`src/sv/rrts_pkg.sv`:
```
package rrts_pkg;

    localparam int MAX_PROCS_DEF = 32;
    localparam int TIME_BITS_DEF = 16;

    localparam int CFG_IDX_W = 2;
    localparam logic [CFG_IDX_W-1:0] CFG_NUM_PROCS = 2'd0;
    localparam logic [CFG_IDX_W-1:0] CFG_QUANTUM   = 2'd1;

    localparam logic [5:0] NUM_PROCS_RST = 6'd1;
    localparam logic [7:0] QUANTUM_RST   = 8'd4;

    localparam logic [1:0] PS_IDLE   = 2'd0;
    localparam logic [1:0] PS_QUEUED = 2'd1;
    localparam logic [1:0] PS_DONE   = 2'd2;

    typedef struct packed {
        logic        mode;
        logic [4:0]  proc_index;
        logic [15:0] arrival_time;
        logic [15:0] burst_time;
    } sched_in_t;

    typedef struct packed {
        logic [4:0]  running_id;
        logic        running_valid;
        logic [31:0] total_wait;
        logic        all_done;
    } sched_out_t;

    typedef struct packed {
        logic push;
        logic pop;
    } ring_ctl_t;

    typedef enum logic [2:0] {
        S_IDLE,
        S_LOAD,
        S_SCAN,
        S_RING_RD,
        S_BURST_RD,
        S_EXEC,
        S_RESULT
    } state_t;

endpackage

```
`src/sv/rrts_ring.sv`:
```
module rrts_ring #(
    parameter int MAX_PROCS = rrts_pkg::MAX_PROCS_DEF
) (
    input  logic                               clk,
    input  logic                               rst_n,
    input  rrts_pkg::ring_ctl_t                ctl,
    input  logic [$clog2(MAX_PROCS)-1:0]       push_id,
    output logic [$clog2(MAX_PROCS)-1:0]       head_id,
    output logic [$clog2(MAX_PROCS+1)-1:0]     count
);

    localparam int IDX_W = $clog2(MAX_PROCS);
    localparam int CNT_W = $clog2(MAX_PROCS + 1);

    logic [IDX_W-1:0] ring_mem [MAX_PROCS];
    logic [IDX_W-1:0] head_reg, head_next;
    logic [IDX_W-1:0] tail_reg, tail_next;
    logic [CNT_W-1:0] count_reg, count_next;
    logic [IDX_W-1:0] rd_data_reg;
    logic             push_ok;

    // A push into a full ring is dropped unless the head leaves in the same cycle.
    assign push_ok = ctl.push && ((int'(count_reg) < MAX_PROCS) || ctl.pop);

    always_comb
    begin
        head_next  = head_reg;
        tail_next  = tail_reg;
        count_next = count_reg;
        if (ctl.pop)
        begin
            head_next = ((int'(head_reg) + 1) >= MAX_PROCS) ? '0 : head_reg + 1'b1;
        end
        if (push_ok)
        begin
            tail_next = ((int'(tail_reg) + 1) >= MAX_PROCS) ? '0 : tail_reg + 1'b1;
        end
        if (push_ok && !ctl.pop)
        begin
            count_next = count_reg + 1'b1;
        end
        else if (ctl.pop && !push_ok)
        begin
            count_next = count_reg - 1'b1;
        end
    end

    always_ff @(posedge clk or negedge rst_n)
    begin
        if (!rst_n)
        begin
            head_reg  <= '0;
            tail_reg  <= '0;
            count_reg <= '0;
        end
        else
        begin
            head_reg  <= head_next;
            tail_reg  <= tail_next;
            count_reg <= count_next;
        end
    end

    always_ff @(posedge clk)
    begin
        if (push_ok)
        begin
            ring_mem[tail_reg] <= push_id;
        end
        rd_data_reg <= ring_mem[head_reg];
    end

    assign head_id = rd_data_reg;
    assign count   = count_reg;

endmodule

```
`src/sv/round_robin_tick_scheduler.sv`:
```
// Channel  Direction  Handshake            Payload
// in       input      in_valid/in_stall    rrts_pkg::sched_in_t
// out      output     out_valid/out_stall  rrts_pkg::sched_out_t
// cfg      input      cfg_valid/cfg_ready  cfg_index, cfg_data
//
// A load and a tick each make one pipelined pass over the arrival and burst memories
// that visits one entry per cycle over the N table entries in use; a tick that finds
// the ring not empty then reads the ring head and its burst in turn.
// Reset clears the scheduler state at once; the table memories need no clearing.
// The result sits in an output register, so a new transaction is taken while it
// is stalled; a second result waits until the first one leaves.
module round_robin_tick_scheduler #(
    parameter int MAX_PROCS = rrts_pkg::MAX_PROCS_DEF,
    parameter int TIME_BITS = rrts_pkg::TIME_BITS_DEF
) (
    input  logic                                clk,
    input  logic                                rst_n,
    input  logic                                in_valid,
    output logic                                in_stall,
    input  rrts_pkg::sched_in_t                 in_data,
    output logic                                out_valid,
    input  logic                                out_stall,
    output rrts_pkg::sched_out_t                out_data,
    input  logic                                cfg_valid,
    output logic                                cfg_ready,
    input  logic [rrts_pkg::CFG_IDX_W-1:0]      cfg_index,
    input  logic [7:0]                          cfg_data
);

    localparam int IDX_W = $clog2(MAX_PROCS);
    localparam int CNT_W = $clog2(MAX_PROCS + 1);
    localparam int NW    = (CNT_W > 6) ? CNT_W : 6;

    rrts_pkg::state_t    state_reg, state_next;
    rrts_pkg::sched_in_t item_reg;
    rrts_pkg::sched_out_t out_reg;
    logic                out_valid_reg;

    logic [5:0]           num_procs_reg;
    logic [7:0]           quantum_reg;
    logic [NW-1:0]        scan_idx_reg, scan_idx_next;
    logic                 pipe_valid_reg, pipe_valid_next;
    logic [IDX_W-1:0]     pipe_idx_reg, pipe_idx_next;
    logic [CNT_W-1:0]     notdone_reg, notdone_next;
    logic [IDX_W-1:0]     head_reg, head_next;
    logic [7:0]           qleft_reg, qleft_next;
    logic [TIME_BITS-1:0] tick_reg, tick_next;
    logic [31:0]          wait_reg, wait_next;
    logic [4:0]           res_id_reg, res_id_next;
    logic                 res_run_reg, res_run_next;
    logic                 res_done_reg, res_done_next;

    logic [1:0]           ps_reg [MAX_PROCS];
    logic                 ps_wr_en;
    logic [IDX_W-1:0]     ps_wr_addr;
    logic [1:0]           ps_wr_data;

    logic [TIME_BITS-1:0] arr_mem   [MAX_PROCS];
    logic [TIME_BITS-1:0] burst_mem [MAX_PROCS];
    logic [TIME_BITS-1:0] arr_q, burst_q;
    logic [IDX_W-1:0]     mem_rd_addr;
    logic                 arr_wr_en;
    logic                 burst_wr_en;
    logic [IDX_W-1:0]     mem_wr_addr;
    logic [TIME_BITS-1:0] burst_wr_data;

    rrts_pkg::ring_ctl_t  ring_ctl;
    logic [IDX_W-1:0]     ring_push_id;
    logic [IDX_W-1:0]     ring_head_id;
    logic [CNT_W-1:0]     ring_count;

    logic [NW-1:0]        n_eff;
    logic [IDX_W-1:0]     load_idx;
    logic                 load_ok;
    logic [TIME_BITS-1:0] load_burst;
    logic [7:0]           q_eff;
    logic [7:0]           q_cur;
    logic [7:0]           q_dec;
    logic [TIME_BITS-1:0] burst_dec;
    logic                 finished;
    logic [CNT_W-1:0]     waiting;
    logic [32:0]          wait_sum;
    logic [1:0]           pipe_st;

    rrts_ring #(
        .MAX_PROCS (MAX_PROCS)
    ) u_ring (
        .clk     (clk),
        .rst_n   (rst_n),
        .ctl     (ring_ctl),
        .push_id (ring_push_id),
        .head_id (ring_head_id),
        .count   (ring_count)
    );

    assign n_eff      = (int'(num_procs_reg) > MAX_PROCS) ? NW'(MAX_PROCS) : NW'(num_procs_reg);
    assign load_idx   = IDX_W'(item_reg.proc_index);
    assign load_ok    = int'(item_reg.proc_index) < MAX_PROCS;
    assign load_burst = TIME_BITS'(item_reg.burst_time);
    assign q_eff      = (quantum_reg == 8'd0) ? 8'd1 : quantum_reg;
    assign q_cur      = (qleft_reg == 8'd0) ? q_eff : qleft_reg;
    assign q_dec      = q_cur - 8'd1;
    assign burst_dec  = (burst_q != '0) ? burst_q - 1'b1 : burst_q;
    assign finished   = (burst_dec == '0);
    assign waiting    = ring_count - 1'b1;
    assign wait_sum   = {1'b0, wait_reg} + 33'(waiting);
    assign pipe_st    = ps_reg[pipe_idx_reg];

    always_comb
    begin
        state_next      = state_reg;
        scan_idx_next   = scan_idx_reg;
        pipe_valid_next = pipe_valid_reg;
        pipe_idx_next   = pipe_idx_reg;
        notdone_next    = notdone_reg;
        head_next       = head_reg;
        qleft_next      = qleft_reg;
        tick_next       = tick_reg;
        wait_next       = wait_reg;
        res_id_next     = res_id_reg;
        res_run_next    = res_run_reg;
        res_done_next   = res_done_reg;
        ps_wr_en        = 1'b0;
        ps_wr_addr      = load_idx;
        ps_wr_data      = rrts_pkg::PS_IDLE;
        arr_wr_en       = 1'b0;
        burst_wr_en     = 1'b0;
        mem_wr_addr     = load_idx;
        burst_wr_data   = load_burst;
        mem_rd_addr     = scan_idx_reg[IDX_W-1:0];
        ring_ctl        = '0;
        ring_push_id    = pipe_idx_reg;

        case (state_reg)
            rrts_pkg::S_IDLE:
            begin
                if (in_valid)
                begin
                    scan_idx_next   = '0;
                    pipe_valid_next = 1'b0;
                    notdone_next    = '0;
                    state_next      = in_data.mode ? rrts_pkg::S_SCAN : rrts_pkg::S_LOAD;
                end
            end

            rrts_pkg::S_LOAD:
            begin
                if (load_ok)
                begin
                    arr_wr_en   = 1'b1;
                    burst_wr_en = 1'b1;
                    if (ps_reg[load_idx] != rrts_pkg::PS_QUEUED)
                    begin
                        ps_wr_en   = 1'b1;
                        ps_wr_data = (load_burst == '0) ? rrts_pkg::PS_DONE : rrts_pkg::PS_IDLE;
                    end
                end
                state_next = rrts_pkg::S_SCAN;
            end

            rrts_pkg::S_SCAN:
            begin
                if (scan_idx_reg < n_eff)
                begin
                    pipe_valid_next = 1'b1;
                    pipe_idx_next   = scan_idx_reg[IDX_W-1:0];
                    scan_idx_next   = scan_idx_reg + 1'b1;
                end
                else
                begin
                    pipe_valid_next = 1'b0;
                end

                // Memory data for the entry issued last cycle is checked here.
                if (pipe_valid_reg)
                begin
                    if (item_reg.mode && pipe_st == rrts_pkg::PS_IDLE && arr_q == tick_reg &&
                        burst_q != '0)
                    begin
                        ps_wr_en      = 1'b1;
                        ps_wr_addr    = pipe_idx_reg;
                        ps_wr_data    = rrts_pkg::PS_QUEUED;
                        ring_ctl.push = 1'b1;
                    end
                    if (pipe_st != rrts_pkg::PS_DONE)
                    begin
                        notdone_next = notdone_reg + 1'b1;
                    end
                end

                if (scan_idx_reg >= n_eff && !pipe_valid_reg)
                begin
                    res_id_next   = '0;
                    res_run_next  = 1'b0;
                    res_done_next = (notdone_reg == '0);
                    if (item_reg.mode && ring_count != '0)
                    begin
                        state_next = rrts_pkg::S_RING_RD;
                    end
                    else
                    begin
                        if (item_reg.mode)
                        begin
                            tick_next = tick_reg + 1'b1;
                        end
                        state_next = rrts_pkg::S_RESULT;
                    end
                end
            end

            rrts_pkg::S_RING_RD:
            begin
                state_next = rrts_pkg::S_BURST_RD;
            end

            rrts_pkg::S_BURST_RD:
            begin
                head_next   = ring_head_id;
                mem_rd_addr = ring_head_id;
                state_next  = rrts_pkg::S_EXEC;
            end

            rrts_pkg::S_EXEC:
            begin
                burst_wr_en   = 1'b1;
                mem_wr_addr   = head_reg;
                burst_wr_data = burst_dec;
                ring_push_id  = head_reg;
                if (finished)
                begin
                    ring_ctl.pop = 1'b1;
                    ps_wr_en     = 1'b1;
                    ps_wr_addr   = head_reg;
                    ps_wr_data   = rrts_pkg::PS_DONE;
                    qleft_next   = 8'd0;
                end
                else if (q_dec == 8'd0)
                begin
                    ring_ctl.pop  = 1'b1;
                    ring_ctl.push = 1'b1;
                    qleft_next    = 8'd0;
                end
                else
                begin
                    qleft_next = q_dec;
                end
                wait_next    = wait_sum[32] ? 32'hFFFF_FFFF : wait_sum[31:0];
                tick_next    = tick_reg + 1'b1;
                res_id_next  = 5'(head_reg);
                res_run_next = 1'b1;
                // The head was counted as unfinished during the pass if it is in use.
                res_done_next = (notdone_reg ==
                    ((finished && (NW'(head_reg) < n_eff)) ? CNT_W'(1) : CNT_W'(0)));
                state_next = rrts_pkg::S_RESULT;
            end

            rrts_pkg::S_RESULT:
            begin
                if (!out_valid_reg || !out_stall)
                begin
                    state_next = rrts_pkg::S_IDLE;
                end
            end

            default:
            begin
                state_next = rrts_pkg::S_IDLE;
            end
        endcase
    end

    always_ff @(posedge clk or negedge rst_n)
    begin
        if (!rst_n)
        begin
            state_reg      <= rrts_pkg::S_IDLE;
            num_procs_reg  <= rrts_pkg::NUM_PROCS_RST;
            quantum_reg    <= rrts_pkg::QUANTUM_RST;
            scan_idx_reg   <= '0;
            pipe_valid_reg <= 1'b0;
            notdone_reg    <= '0;
            qleft_reg      <= '0;
            tick_reg       <= '0;
            wait_reg       <= '0;
            out_valid_reg  <= 1'b0;
            for (int i = 0; i < MAX_PROCS; i++)
            begin
                ps_reg[i] <= rrts_pkg::PS_IDLE;
            end
        end
        else
        begin
            state_reg      <= state_next;
            scan_idx_reg   <= scan_idx_next;
            pipe_valid_reg <= pipe_valid_next;
            notdone_reg    <= notdone_next;
            qleft_reg      <= qleft_next;
            tick_reg       <= tick_next;
            wait_reg       <= wait_next;
            if (cfg_valid && cfg_ready)
            begin
                case (cfg_index)
                    rrts_pkg::CFG_NUM_PROCS: num_procs_reg <= cfg_data[5:0];
                    rrts_pkg::CFG_QUANTUM:   quantum_reg   <= cfg_data;
                    default:                 ;
                endcase
            end
            if (ps_wr_en)
            begin
                ps_reg[ps_wr_addr] <= ps_wr_data;
            end
            if (state_reg == rrts_pkg::S_RESULT && (!out_valid_reg || !out_stall))
            begin
                out_valid_reg <= 1'b1;
            end
            else if (!out_stall)
            begin
                out_valid_reg <= 1'b0;
            end
        end
    end

    always_ff @(posedge clk)
    begin
        pipe_idx_reg <= pipe_idx_next;
        head_reg     <= head_next;
        res_id_reg   <= res_id_next;
        res_run_reg  <= res_run_next;
        res_done_reg <= res_done_next;
        if (state_reg == rrts_pkg::S_IDLE && in_valid)
        begin
            item_reg <= in_data;
        end
        if (state_reg == rrts_pkg::S_RESULT && (!out_valid_reg || !out_stall))
        begin
            out_reg.running_id    <= res_id_reg;
            out_reg.running_valid <= res_run_reg;
            out_reg.total_wait    <= wait_reg;
            out_reg.all_done      <= res_done_reg;
        end
    end

    always_ff @(posedge clk)
    begin
        if (arr_wr_en)
        begin
            arr_mem[mem_wr_addr] <= TIME_BITS'(item_reg.arrival_time);
        end
        if (burst_wr_en)
        begin
            burst_mem[mem_wr_addr] <= burst_wr_data;
        end
        arr_q   <= arr_mem[mem_rd_addr];
        burst_q <= burst_mem[mem_rd_addr];
    end

    assign in_stall  = (state_reg != rrts_pkg::S_IDLE);
    assign out_valid = out_valid_reg;
    assign out_data  = out_reg;
    assign cfg_ready = 1'b1;

endmodule
```
`config.mk`:
```
export PLATFORM = sky130hd
export DESIGN_NAME = round_robin_tick_scheduler
export DESIGN_NICKNAME = d
export VERILOG_FILES = /design/src/sv/rrts_pkg.sv /design/src/sv/rrts_ring.sv /design/src/sv/round_robin_tick_scheduler.sv
export SDC_FILE = /design/constraint.sdc
export NUM_CORES = 2
export LEC_CHECK = 0
export BUFFER_PORTS_ARGS = -buffer_cell sky130_fd_sc_hd__buf_4
export CAP_MARGIN = 30
export CORE_ASPECT_RATIO = 0.7
export CORE_MARGIN = 2
export CORE_UTILIZATION = 40
export DETAILED_ROUTE_END_ITERATION = 6
export PLACE_DENSITY = 0.57
export SETUP_SLACK_MARGIN = 0.1
export SLEW_MARGIN = 15
export SYNTH_ARGS = -nofsm -noshare
export SYNTH_HDL_FRONTEND = slang
export SYNTH_HIERARCHICAL = 1
export SYNTH_SLANG_ARGS = --single-unit
```
`constraint.sdc`:
```
create_clock -name clk -period 5.3 [get_ports clk]
set_input_delay 1.59 -clock clk [delete_from_list [all_inputs] [get_ports clk]]
set_output_delay 1.59 -clock clk [all_outputs]
set_load 0.02 [all_outputs]
```
Word level (Yosys, flattened, before mapping):

Memory sizes are Yosys's and may differ from the RTL's. A register that Yosys moved wholly into a read port is not among the register bits.
Index checks and enable logic that the tools add are counted.

* ROM bits: 0
* memories: 3
* output and inout port bits: 42
* bits in writable memories: 1184
* flip-flop bits (word level): 261
* bits in latches: 0
* input port bits: 53
* logic and storage cells: 231

Memory list
* arr_mem: words 32, bits a word 16, read ports 1, clocked after memory_dff 1, write ports 1, RTL line round_robin_tick_scheduler.sv:58 `logic [TIME_BITS-1:0] arr_mem [MAX_PROCS];`
* burst_mem: words 32, bits a word 16, read ports 1, clocked after memory_dff 1, write ports 1, RTL line round_robin_tick_scheduler.sv:59 `logic [TIME_BITS-1:0] burst_mem [MAX_PROCS];`
* u_ring.ring_mem: words 32, bits a word 5, read ports 1, clocked after memory_dff 1, write ports 1, RTL line rrts_ring.sv:15 `logic [IDX_W-1:0] ring_mem [MAX_PROCS];`

* shift operators: 0
* reductions and logical operators: 44
* divide/modulo/power cells: 0
* bitwise operators: 3
* muxes and demuxes: 80
* add/subtract/negate cells: 12
* $mul: 0
* eq/ne operators: 20
* $lt $le $gt $ge: 11

Operators with widths (count)
* $mux W16: 5
* $bwmux W64: 1
* $ge A32 B7 Y1 const B: 2
* $mux W5: 9
* $mux W6: 7
* $add A32 B6 Y33: 1
* $logic_not A16 Y1: 2
* $mux W32: 1
* $mux W8: 4
* $pmux W16 S2: 1
* $logic_not A8 Y1: 3
* $mux W1: 24
* $pmux W6 S2: 2
* $pmux W3 S7: 1
* $bmux W2 S5: 2
* $mux W2: 10
* $pmux W5 S2: 2
* $add A6 B1 Y6 const B: 3
* $ge A6 B6 Y1 const B: 3
* $not A5 Y6: 3
* $add A16 B1 Y16 const B: 1
* $eq A16 B16 Y1: 1
* $ne A2 B2 Y1 const B: 8
* $reduce_bool A16 Y1: 1
* 35 further kinds: 73

Depth between registers and ports, before layout:

* depth after elaboration: 17
* gate-level depth with buffers: 22
* depth with buffers taken out: 21

Hierarchy:

Netlist, hierarchy kept.

By module, submodules not included
* round_robin_tick_scheduler: times used 1, sequential area each 37993.9 um^2, area each 54008.0 um^2, cells an instance 4019
* rrts_ring: times used 1, sequential area each 5305.1 um^2, area each 7414.6 um^2, cells an instance 454

Worst setup path after synthesis:

Ideal clock, no wire load.

* path type: reg2reg
* start point: register burst_q[0] (read register of burst_mem)
* end point: register u_ring.count_reg[5] (netlist: u_ring/count[5])
* period minus slack after synthesis: 4.579 ns
* setup time: 0.126 ns
* slack: 0.721 ns
* buffers on the path: 3
* stages on the path, launching flop included: 22
* data required time: 5.174 ns
* arrival time: 4.454 ns
* path through: dfxtp_1 -> inv_1 -> ha_1 -> clkbuf_1 -> inv_1 -> or4_1 -> a22oi_1 -> o2111ai_1 -> nor4_4 -> buf_6 -> nor2_1 -> nor2_1 -> buf_2 -> inv_1 -> a21boi_2 -> ha_1 -> inv_1 -> ha_1 -> or4_1 -> o211ai_1 -> nor3b_1 -> xnor2_1

RTL lines
* start: declaration: RTL line round_robin_tick_scheduler.sv:60 `logic [TIME_BITS-1:0] arr_q, burst_q;`
* end signal: assignment: RTL line rrts_ring.sv:60 `count_reg <= count_next;`
* end: declaration: RTL line rrts_ring.sv:18 `logic [CNT_W-1:0] count_reg, count_next;`

==> impl_results.md <==
* Inserted Clock Buffers at 147
* Peak VDD IR at 0.000412 V
* Worst Tran Pin Value at 1.01 ns
* Finished layout cell area at 70,400 um^2
* Routed WL per cell at 23.5 um
* DP Area at 65,600 um^2
* Synth top area share at 62.5%
* Initial antenna violation count at 1
* Final Skew at 0.0313 ns
* Post-synthesis sequential area ratio at 70.5%
* Vias in the first global route at 36.2k
* Post-DP HPWL at 96,500 um
* Syn_nets at 4,563
* Post-CTS setup buffers at 0
* Cells after Synth at 4,473
* Final nets at 4,713
* Critical Path RT at 5.95 ns
* Max stage delay on crit path at 0.56 ns
* GPL Wtd Cong at 0.856
* EDFF count, synth at 1,278
* Worst setup EP type: register
* Max cap viols at 0
* Util after Layout at 46.1%
* Relative slew margins at 31.2%
* Final WL at 158,000 um
* Post-route clock period utilization at 88.8%
* Layout cells sized above 1 at 14.9%
* Number of synthesis warnings at 6
* Setup violations, final at 0
* Port bufs at 93
* Synthesized cell area at 61,400 um^2
* Critical path arrival at 5.35 ns
* R2R Path Start: qleft_reg[4]
* Area Overhead vs Synth at 14.7%
* RSZ-0062 raised after global routing: no
* Maximum clock path buffer count at 3
* Pleak at 24.2 nW
* Synthesis-stage register bit count at 1,482
* Main synth FF type: edfxtp_1
* # placed instances at 6,484
* Hold Fails Final Rpt at 0
* Clock transition at path regs at 0.07 ns
* Post-synth ARST share at 11.3%
* Root buf cell: clkbuf_16
* # DRC at 0
* H-tree depth at 4
* Min-Delay Endpoint: out_data[34]
* Synth top cells by count: 1,278 x edfxtp_1, 690 x nand2_1, 359 x a211oi_1
* Crit Path Max Fanout at 6
* Most used cell, CP: nor2_1
* Netlist cell types at 80
* DRT antenna net count at 0
* Top cell type by total area after synthesis: edfxtp_1
* Global-route wire length before repair at 237,000 um
* Worst flop-to-flop path endpoint: u_ring/count[5]
* Power Dens Cells at 508 nW/um^2
* CTS Sinks at 1,482
* Initial Util at 40.2%
* Detailed Route Iter0 Violations at 3,931
* Die W at 472 um
* Hold_sp: res_id_reg[0]
* Syn avg cell area at 13.7 um^2
* Die Ht at 332 um
* Non-filler cells, final at 6,754
* Core Box Area at 153,000 um^2
* Worst setup SP type: register
* DRT Pass-1 Iters at 6
* Die area at 157,000 um^2
* Resize count post-CTS at 0
* Hold Crit Depth at 0
* Vias per inst at 5.57
* Setup WS post-layout at 0.592 ns
* Gr ovfl total at 0
* Total Routing Usage GR at 20.0%
* Top flop regs: arr_mem x512, burst_mem x512, u_ring/ring_mem x160
* Status: finished clean
* CP Cell Sequence: nor2_1, nand3_1, o21ai_0, or4_1, or4_1, nor2_1, a31oi_1, nor2_1, nor2_1, nor2_1, inv_1, a21boi_2, ha_1, inv_1, ha_1, or4_1, o211ai_1, nor3b_1, xnor2_1
* Reg2reg setup slack at 0.59 ns
* Worst path slowest cell: or4_1
* Worst R2R Path Depth at 19
* Io pins at 95
* Max Freq at 212 MHz
* Clk_lat worst skew at 0.78 ns
* Std-Cell Rows at 120
* Synth area leaders: edfxtp_1 62%, dfrtp_1 6.7%, a211oi_1 4.4%
* Hold_buf cts at 0
* Via count at 37.6k
* CTS tree: built
* Dpl ws at 0.666 ns
* Setup tns final at 0 ns
* Setup CP Type: reg -> reg
* Count leader, synth: edfxtp_1
* Largest net degree at the start of global routing at 104
* HP Class: reg -> reg
* Fin. max-slew vios at 0
* Min cycle time layout at 4.71 ns
worst max-delay path, delay by kind of cell, from the launching register on:
family	cells	cell delay (ns)
compound gates	4	0.64
flops	1	0.39
simple gates	10	2.58
fa+ha+maj	2	0.62
xor+xnor	1	0.13
buf+inv	2	0.24
logic make-up (layout without fill, tap and decap cells):
kind of cell	after synthesis	count (layout)	synth area share, %
and+or+nand+nor	1392	1392	10.7
muxes	177	177	3.60
DFF	1482	1482	70.5
buffers and inverters	340	607	2.18
AOI/OAI and AO/OA	957	957	11.0
xor gates and xnor gates	87	87	1.24
adders and majority gates	37	37	0.778
other	1	2	0.00611
stage by stage:
stage                     power [mW]  hold WS, ns
after floorplan                 21.3        0.400
after global placement          25.5        0.406
after detailed placement        25.7        0.406
after CTS                       36.0        0.418
after global routing            37.5        0.425
final                           35.8        0.416
cells in the final DEF (no fill, tap or decap), types with 19 or more instances in the layout:
cell type	n
ha_1	35
buf_4	242
xnor2_1	47
nor2_2	50
mux2i_1	59
a211oi_1	359
clkinv_1	30
a21o_1	46
clkbuf_1	28
nand3_1	64
dfrtp_1	164
clkbuf_16	149
nand4_1	30
inv_1	55
and2_0	26
nor2_1	129
a31oi_1	145
xor2_1	40
clkinv_2	21
nor3b_1	19
a21oi_1	141
mux2_2	84
and2_1	237
dfxtp_1	37
buf_12	28
and3_1	28
edfxtp_1	1278
o21ai_0	39
mux4_2	26
a311oi_1	133
nand2_1	689
area by class of cell:
type	count	area, um^2
antenna	1	2.50
clock buffer	187	3970
sequential	1482	43300
clock inverter	79	741
fill	13300	82300
inverter	56	210
timing repair buffer	285	2620
multi-input combinational	2651	17100
tap	2013	2520
report_power, final:
part	switching, mW	leakage (nW)	internal [mW]
clock	4.53	2.31	5.74
combinational	7.54	7.76	3.47
sequential	0.540	14.1	14.0
total	12.6	24.2	23.2
worst max path at each step:
stage              startpoint               to  slack (ns)  depth (start not counted)
3_5_place_dp     qleft_reg[4]  u_ring/count[5]        0.67                         19
4_1_cts          qleft_reg[4]  u_ring/count[5]        0.62                         19
2_1_floorplan      burst_q[0]  u_ring/count[5]        0.72                         21
5_1_grt          qleft_reg[3]  u_ring/count[5]        0.17                         21
6_report         qleft_reg[4]  u_ring/count[5]        0.59                         19
3_3_place_gp   quantum_reg[2]  u_ring/count[5]        0.65                         19
layer usage:
layer / up-vias / global-route usage (%) / wire length [um]
met5: - / 0 / 0
met2: 1088 / 28.3 / 67900
li1: 17300 / - / -
met1: 19100 / 30.8 / 76200
met3: 200 / 4.58 / 11000
met4: 0 / 5.26 / 3340
Note: power is estimated with default switching activity, not from simulation.
